===== src/rtl/kvt_pkg.sv =====
// ----------------------------------------------------------------------------
// kvt_pkg
// Shared types and constants of the key/value table: operation and status
// codes, table size and the item token that walks the cell row.
// ----------------------------------------------------------------------------
package kvt_pkg;

  // Table size and field widths
  localparam int ENTRIES   = 16;
  localparam int KEY_W     = 32;
  localparam int VAL_W     = 32;
  localparam int MODE_W    = 2;
  localparam int STAT_W    = 2;
  localparam int OUT_CNT_W = 5;
  localparam int CNT_W     = $clog2(ENTRIES + 1);

  // Operation codes
  localparam logic [MODE_W-1:0] MODE_INSERT = 2'd0;
  localparam logic [MODE_W-1:0] MODE_LOOKUP = 2'd1;
  localparam logic [MODE_W-1:0] MODE_REMOVE = 2'd2;
  localparam logic [MODE_W-1:0] MODE_CLEAR  = 2'd3;

  // Status codes
  localparam logic [STAT_W-1:0] ST_OK   = 2'd0;
  localparam logic [STAT_W-1:0] ST_MISS = 2'd1;
  localparam logic [STAT_W-1:0] ST_FULL = 2'd2;

  // Value reported when nothing was found
  localparam logic [VAL_W-1:0] MISS_VALUE = '1;

  // Item token handed from cell to cell.
  // claim: second pass of an insert, lowest free cell takes the pair.
  // hit:   some cell so far matched (search) or took the pair (claim).
  // free:  some cell so far was empty.
  typedef struct packed {
    logic              vld;
    logic [MODE_W-1:0] mode;
    logic              claim;
    logic [KEY_W-1:0]  key;
    logic [VAL_W-1:0]  value;
    logic              hit;
    logic              free;
  } kvt_tok_t;

endpackage


===== src/rtl/kvt_cell.sv =====
// ----------------------------------------------------------------------------
// kvt_cell
// One table entry. Holds a key, a value and a valid bit, acts on the item
// token as it passes and hands the token to the next cell in the following cycle.
// ----------------------------------------------------------------------------
module kvt_cell (
  input  logic             clk,
  input  logic             rst_n,
  input  kvt_pkg::kvt_tok_t tok_i,
  output kvt_pkg::kvt_tok_t tok_o
);

  logic [kvt_pkg::KEY_W-1:0] key_r;
  logic [kvt_pkg::VAL_W-1:0] value_r;
  logic                      valid_r, valid_nxt;
  kvt_pkg::kvt_tok_t         tok_r, tok_nxt;
  logic                      match;
  logic                      take;
  logic                      wr_key;
  logic                      wr_val;

  // Compare and act on the passing token
  always_comb begin
    match     = tok_i.vld && !tok_i.claim && valid_r && (key_r == tok_i.key);
    take      = 1'b0;
    wr_key    = 1'b0;
    wr_val    = 1'b0;
    valid_nxt = valid_r;
    tok_nxt   = tok_i;
    if (tok_i.vld) begin
      case (tok_i.mode)
        kvt_pkg::MODE_INSERT: begin
          if (tok_i.claim) begin
            take = !valid_r && !tok_i.hit;
            if (take) begin
              wr_key    = 1'b1;
              wr_val    = 1'b1;
              valid_nxt = 1'b1;
            end
          end else if (match) begin
            wr_val = 1'b1;
          end
        end
        kvt_pkg::MODE_LOOKUP: begin
          if (match) tok_nxt.value = value_r;
        end
        kvt_pkg::MODE_REMOVE: begin
          if (match) valid_nxt = 1'b0;
        end
        default: begin
          valid_nxt = 1'b0;
        end
      endcase
      tok_nxt.hit  = tok_i.hit | match | take;
      tok_nxt.free = tok_i.free | !valid_r;
    end
  end

  // Control state
  always_ff @(posedge clk) begin
    if (!rst_n) begin
      valid_r <= 1'b0;
      tok_r   <= '0;
    end else begin
      valid_r <= valid_nxt;
      tok_r   <= tok_nxt;
    end
  end

  // Entry payload
  always_ff @(posedge clk) begin
    if (wr_key) key_r <= tok_i.key;
    if (wr_val) value_r <= tok_i.value;
  end

  assign tok_o = tok_r;

endmodule


===== src/rtl/key_value_table_unit.sv =====
// ----------------------------------------------------------------------------
// key_value_table_unit
// Associative key/value table built as a row of entry cells with a small
// controller that launches each item into the row and forms its result.
// ----------------------------------------------------------------------------
// One item is in the table at a time. On acceptance the item becomes a token
// that walks the row of ENTRIES cells, one cell per cycle; the result is formed
// when the token leaves the last cell. A lookup, remove, clear or update of a
// present key, or an insert into a full table, makes one walk. An insert of a
// new key into a table with room makes a second walk in which the lowest free
// cell takes the pair. in_stall is high from acceptance until the result has
// been taken. Every item gives one result.
// ----------------------------------------------------------------------------
module key_value_table_unit (
  input  logic                               clk,
  input  logic                               rst_n,
  input  logic                               in_valid,
  output logic                               in_stall,
  input  logic [kvt_pkg::MODE_W-1:0]         in_mode,
  input  logic signed [kvt_pkg::KEY_W-1:0]   in_key,
  input  logic signed [kvt_pkg::VAL_W-1:0]   in_value,
  output logic                               out_valid,
  input  logic                               out_stall,
  output logic [kvt_pkg::STAT_W-1:0]         out_status,
  output logic signed [kvt_pkg::VAL_W-1:0]   out_found_value,
  output logic [kvt_pkg::OUT_CNT_W-1:0]      out_entry_count
);

  localparam logic [1:0] S_IDLE   = 2'd0;
  localparam logic [1:0] S_SEARCH = 2'd1;
  localparam logic [1:0] S_CLAIM  = 2'd2;
  localparam logic [1:0] S_RESULT = 2'd3;

  logic [1:0]                    state_r, state_nxt;
  kvt_pkg::kvt_tok_t             inj_r, inj_nxt;
  logic [kvt_pkg::CNT_W-1:0]     count_r, count_nxt;
  logic [kvt_pkg::STAT_W-1:0]    status_r, status_nxt;
  logic [kvt_pkg::VAL_W-1:0]     found_r, found_nxt;
  kvt_pkg::kvt_tok_t             tok_w [0:kvt_pkg::ENTRIES];
  logic [kvt_pkg::ENTRIES:0]     tok_vld_w;
  kvt_pkg::kvt_tok_t             tail;
  logic                          in_acc;
  logic                          out_acc;

  // Cell row
  assign tok_w[0] = inj_r;

  genvar g;
  generate
    for (g = 0; g < kvt_pkg::ENTRIES; g++) begin : g_cell
      kvt_cell u_cell (
        .clk   (clk),
        .rst_n (rst_n),
        .tok_i (tok_w[g]),
        .tok_o (tok_w[g+1])
      );
    end
    for (g = 0; g <= kvt_pkg::ENTRIES; g++) begin : g_vld
      assign tok_vld_w[g] = tok_w[g].vld;
    end
  endgenerate

  assign tail    = tok_w[kvt_pkg::ENTRIES];
  assign in_acc  = in_valid && !in_stall;
  assign out_acc = out_valid && !out_stall;

  // Controller: launch tokens, collect the token at the row end
  always_comb begin
    state_nxt  = state_r;
    inj_nxt    = '0;
    count_nxt  = count_r;
    status_nxt = status_r;
    found_nxt  = found_r;
    case (state_r)
      S_IDLE: begin
        if (in_acc) begin
          inj_nxt.vld   = 1'b1;
          inj_nxt.mode  = in_mode;
          inj_nxt.key   = in_key;
          inj_nxt.value = in_value;
          state_nxt     = S_SEARCH;
        end
      end
      S_SEARCH: begin
        if (tail.vld) begin
          status_nxt = kvt_pkg::ST_OK;
          found_nxt  = kvt_pkg::MISS_VALUE;
          state_nxt  = S_RESULT;
          case (tail.mode)
            kvt_pkg::MODE_INSERT: begin
              if (!tail.hit && tail.free) begin
                // new key with room: second walk to place it
                inj_nxt.vld   = 1'b1;
                inj_nxt.mode  = kvt_pkg::MODE_INSERT;
                inj_nxt.claim = 1'b1;
                inj_nxt.key   = tail.key;
                inj_nxt.value = tail.value;
                state_nxt     = S_CLAIM;
              end else if (!tail.hit) begin
                status_nxt = kvt_pkg::ST_FULL;
              end
            end
            kvt_pkg::MODE_LOOKUP: begin
              if (tail.hit) found_nxt = tail.value;
              else          status_nxt = kvt_pkg::ST_MISS;
            end
            kvt_pkg::MODE_REMOVE: begin
              if (tail.hit) count_nxt = count_r - kvt_pkg::CNT_W'(1);
              else          status_nxt = kvt_pkg::ST_MISS;
            end
            default: begin
              count_nxt = '0;
            end
          endcase
        end
      end
      S_CLAIM: begin
        if (tail.vld) begin
          count_nxt  = count_r + kvt_pkg::CNT_W'(1);
          status_nxt = kvt_pkg::ST_OK;
          found_nxt  = kvt_pkg::MISS_VALUE;
          state_nxt  = S_RESULT;
        end
      end
      default: begin
        if (out_acc) state_nxt = S_IDLE;
      end
    endcase
  end

  // Control state
  always_ff @(posedge clk) begin
    if (!rst_n) begin
      state_r <= S_IDLE;
      inj_r   <= '0;
      count_r <= '0;
    end else begin
      state_r <= state_nxt;
      inj_r   <= inj_nxt;
      count_r <= count_nxt;
    end
  end

  // Result payload
  always_ff @(posedge clk) begin
    status_r <= status_nxt;
    found_r  <= found_nxt;
  end

  assign in_stall        = (state_r != S_IDLE);
  assign out_valid       = (state_r == S_RESULT);
  assign out_status      = status_r;
  assign out_found_value = found_r;
  assign out_entry_count = kvt_pkg::OUT_CNT_W'(count_r);

  // Checks
  a_one_token: assert property (@(posedge clk) disable iff (!rst_n)
    $countones(tok_vld_w) <= 1)
    else $error("more than one item token in the cell row");

  a_idle_row_empty: assert property (@(posedge clk) disable iff (!rst_n)
    (state_r == S_IDLE) |-> (tok_vld_w == '0))
    else $error("token in the cell row while idle");

  a_count_range: assert property (@(posedge clk) disable iff (!rst_n)
    count_r <= kvt_pkg::CNT_W'(kvt_pkg::ENTRIES))
    else $error("entry count above table size");

  a_full_count: assert property (@(posedge clk) disable iff (!rst_n)
    (out_valid && (out_status == kvt_pkg::ST_FULL))
      |-> (count_r == kvt_pkg::CNT_W'(kvt_pkg::ENTRIES)))
    else $error("full status with free entries");

  a_claim_hits: assert property (@(posedge clk) disable iff (!rst_n)
    ((state_r == S_CLAIM) && tail.vld) |-> tail.hit)
    else $error("insert walk found no free cell");

endmodule

===== config.mk =====
export PLATFORM = sky130hd
export DESIGN_NAME = key_value_table_unit
export DESIGN_NICKNAME = d
export VERILOG_FILES = /design/src/rtl/kvt_pkg.sv /design/src/rtl/kvt_cell.sv /design/src/rtl/key_value_table_unit.sv
export SDC_FILE = /design/constraint.sdc
export NUM_CORES = 2
export LEC_CHECK = 0
export BUFFER_PORTS_ARGS = -buffer_cell sky130_fd_sc_hd__buf_4
export CORE_ASPECT_RATIO = 0.5
export CORE_MARGIN = 2
export CORE_UTILIZATION = 55
export CTS_BUF_LIST = sky130_fd_sc_hd__clkbuf_16
export DETAILED_ROUTE_END_ITERATION = 10
export PLACE_DENSITY = 0.74
export SETUP_SLACK_MARGIN = 0.02
export SYNTH_ARGS = -nofsm -noshare
export SYNTH_HDL_FRONTEND = slang
export SYNTH_SLANG_ARGS = --single-unit

===== constraint.sdc =====
create_clock -name clk -period 4.9 [get_ports clk]
set_input_delay 0.245 -clock clk [delete_from_list [all_inputs] [get_ports clk]]
set_output_delay 0.245 -clock clk [all_outputs]
set_load 0.02 [all_outputs]

==> out/summary.md <==
• **status** finished clean
• **DR DRC count** 0
• **Die Width** 539.5 um
• **worst hold path depth** 4
• **total number of H-tree levels** 4
• **first drt pass iteration count** 6
• **hold_ws** 0.2451 ns
• **critical path capture point type** register
• **aggregate negative setup slack** 0 ns
• **routability congestion estimate from global placement** 0.8758
• **total clock sinks** 2268
• **f_max** 0.3266 GHz
• **CTS Root Cell** sky130_fd_sc_hd__clkbuf_16
• **worst hold endpoint** inj_r[25]
• **TritonCTS clock tree** yes
• **fraction of final layout cells sized beyond drive strength 1** 8.612%
• **Final period util** 62.49%
• **Worst Path Class, Setup** reg2reg
• **logic gate share of total power** 3.0%
• **final critical path time including I/O delays and setup** 3.062 ns
• **Synth top area share** 40.28%
• **number of placement rows** 98
• **total nets after synthesis** 5950
• **most frequently used flop master after synthesis** sky130_fd_sc_hd__dfxtp_1
• **WL/cell** 19.73 um
• **final cell count without fillers** 8102
• **post-synthesis instance total** 5869
• **largest stage delay on the critical path** 0.52 ns
• **quantity of gates resized following cts** 0
• **crit path setup slack, layout** 1.838 ns
• **placed inst area** 81460 sq um
• **hpwl dp** 104300 um
• **Clock Power Share** 40.8%
• **largest net degree at the start of global routing** 284
• **Die Outline Area** 146600 sq um
• **post-place setup slack** 1.916 ns
• **worst-case vdd ir drop** 0.0002682 V
• **worst setup slack for register-to-register paths** 1.84 ns
• **data arrival time of the critical path** 3.49 ns
• **area of the placeable core** 142600 sq um
• **number of nets at the end of the flow** 6119
• **count of flip-flops with a built-in enable after synthesis** 1058
• **vias per std cell** 5.276
• **max cap viols** 0
• **I/O pins** 111
• **crit-path leading delay family** simple AND/OR/NAND/NOR gates
• **number of global-route vias before repair** 43.15k
• **largest cells by area after synthesis** sky130_fd_sc_hd__edfxtp_1, sky130_fd_sc_hd__dfxtp_1, sky130_fd_sc_hd__mux2i_1, sky130_fd_sc_hd__xor2_1, sky130_fd_sc_hd__nand2_1
• **worst flop-to-flop path startpoint** g_cell[6].u_cell.key_r[30]
• **Final Cell Area** 88170 sq um
• **Required @ worst endpoint** 5.32 ns
• **post-route core utilization** 61.83%
• **number of antenna violations at the first check in global routing** 2
• **cell depth of the worst flop-to-flop path** 6
• **detailed-route via count** 42.74k
• **WL final** 159800 um
• **Yosys top cell by area** sky130_fd_sc_hd__edfxtp_1
• **ranking of synthesized cells by instance count** sky130_fd_sc_hd__dfxtp_1, sky130_fd_sc_hd__nand2_1, sky130_fd_sc_hd__edfxtp_1
• **Leakage** 30.27 nW
• **dominant cell by count in the synthesized netlist** sky130_fd_sc_hd__dfxtp_1
• **count of hold buffers inserted by post-cts repair** 69
• **sequential cell area fraction in the yosys report** 70.99%
• **final global-route overflow total** 0
• **overall track demand over capacity in global routing** 21.63%
• **reg-to-reg endpoint** g_cell[6].u_cell.value_r[12]
• **critical path startpoint category** register
• **number of buffers inserted during clock tree synthesis** 186
• **Starting DRT DRC Count** 3433
• **Post-CTS Repair Setup Buffers** 0
• **Global Route met2 Usage** 35.46%
• **mean area per synthesized cell** 13.44 sq um
• **number of buffer and inverter instances along the worst setup path** 1
• **synthesized area** 78870 sq um
• **Slew Limit Headroom** 6.977%
• **RSZ-0062 raised after global routing** false
• **fraction of met3 tracks used by global routing** 2.813%
• **maximum net fanout on the critical path** 32
• **Switching Share** 20.96%
• **Sequential Power Share** 56.2%
• **number of hold violations in the final report** 0
• **Die Y** 271.8 um
• **Setup Viol. Count Final** 0
• **switching power summed over all nets** 7.482 mW
• **total power of the final layout** 35.69 mW
• **max-slew violation count** 0
• **cell internal pwr** 28.21 mW
• **later-pin clock latency in the skew report** 0.80 ns
• **worst min-delay path class** in2reg
• **first-pass GRT wire length** 247500 um
• **min-delay src** in_value[23]
• **number of cells after detailed placement** 7681
• **share of synthesized flip-flops with an asynchronous set or reset** 0%
• **CP cell instances** xor2_1, nor4_1, nand4_1, nor3_1, a41o_1, buf_4
• **Filler Cell Count** 10.49k
• **Starting Density** 55.31%
• **input/output buffers** 110
• **clock-pin slew of the registers on the worst-case setup and hold paths** 0.07 ns
• **most used routing layer in global routing** met2
• **ANT nets after route** 0
• **Syn-to-layout area delta** 11.79%
• **count of different cell masters after synthesis** 54
• **highest-delay cell along the critical path** sky130_fd_sc_hd__nor3_1
• **total number of yosys warnings** 0
• **pwr dens** 404.8 nW/um^2
• **slew at the pin with the worst max-slew slack** 1.395 ns
• **number of buffers on the longest clock path** 3
• **post-synthesis sequential element count** 2268
• **met1 GRT Util** 29.78%
• **Worst Clk Skew** 0.03072 ns
kinds of logic after synthesis:
logic type / after synthesis / share of synthesized area (%)
xor gates and xnor gates: 512 / 5.686
DFF: 2268 / 70.99
AOI/OAI and AO/OA: 184 / 1.645
adders and majority gates: 11 / 0.1745
muxes: 514 / 6.523
buffers and inverters: 305 / 1.912
and+or+nand+nor: 2075 / 13.07
placed cells by master, fill, tap and decap left out, drive strengths merged, types with 8 or more instances in the layout:
cell type    count
o21ai           19
nand2b          15
nor3            41
a41o            10
nor2           134
a31oi           28
a21oi           23
xor2           508
nand3           21
nand3b           8
buf            172
o31a            15
or2             33
ha              11
mux2i          514
and2           560
a22oi           64
nor4b           10
dlygate4sd3     69
inv             93
dfxtp         1210
nand2         1064
clkinv          89
edfxtp        1058
nand4           24
bufinv          12
clkbuf         199
nor4           147
o31ai            8
tightest hold or removal path, delay by kind of cell:
family	cells	cell delay, ns
and+or+nand+nor	1	0.09
buffers and inverters	2	0.62
AOI/OAI and AO/OA	1	0.06
cell type report:
cell class	count	area (sq um)	area share (%)
Inverter	45	168.9	0.1916
Sequential cell	2268	55990	63.51
Timing Repair Buffer	241	2064	2.341
Clock inverter	152	1041	1.181
Clock buffer	199	4980	5.648
Antenna cell	1	2.502	0.002838
Multi-Input combinational cell	3296	21540	24.43
Tap cell	1900	2377	2.696
power by group through the flow:
stage | clock network, mW | logic (mW) | registers (mW)
3_5_place_dp | 0 | 0.995 | 20.5
5_1_grt | 15.6 | 1.18 | 20.1
2_1_floorplan | 0 | 0.694 | 20.4
4_1_cts | 14.8 | 1.06 | 20.0
6_report | 14.6 | 1.07 | 20.0
3_3_place_gp | 0 | 0.963 | 20.5
state kept, by name, indices dropped and copies added, names as in the netlist:
register,cells
g_cell.u_cell.valid_r,16
g_cell.u_cell.key_r,512
g_cell.u_cell.value_r,512
g_cell.u_cell.tok_o,1119
inj_r,68
out_status,2
out_entry_count,5
state_r,2
out_found_value,32
how the worst max path moves through the flow:
stage | startpoint | end | slack (ns) | cells past startpoint
floorplan | g_cell[7].u_cell.tok_o[67] | g_cell[8].u_cell.value_r[0] | 0.92 | 4
global placement | g_cell[11].u_cell.key_r[24] | g_cell[11].u_cell.value_r[29] | 2.02 | 5
global route | g_cell[11].u_cell.key_r[22] | g_cell[11].u_cell.value_r[18] | 1.76 | 5
detailed placement | g_cell[6].u_cell.key_r[30] | g_cell[6].u_cell.value_r[12] | 1.92 | 6
finish | g_cell[6].u_cell.key_r[30] | g_cell[6].u_cell.value_r[12] | 1.84 | 6
CTS | g_cell[6].u_cell.key_r[30] | g_cell[6].u_cell.value_r[23] | 1.87 | 6
layer usage:
layer  part of all wire [%]  vias up
li1                       -    20350
met1                     45    21240
met2                     48      903
met3                    4.2      254
met4                    3.0        2
met5                  0.011        -
(Power assumes the default switching activity.)
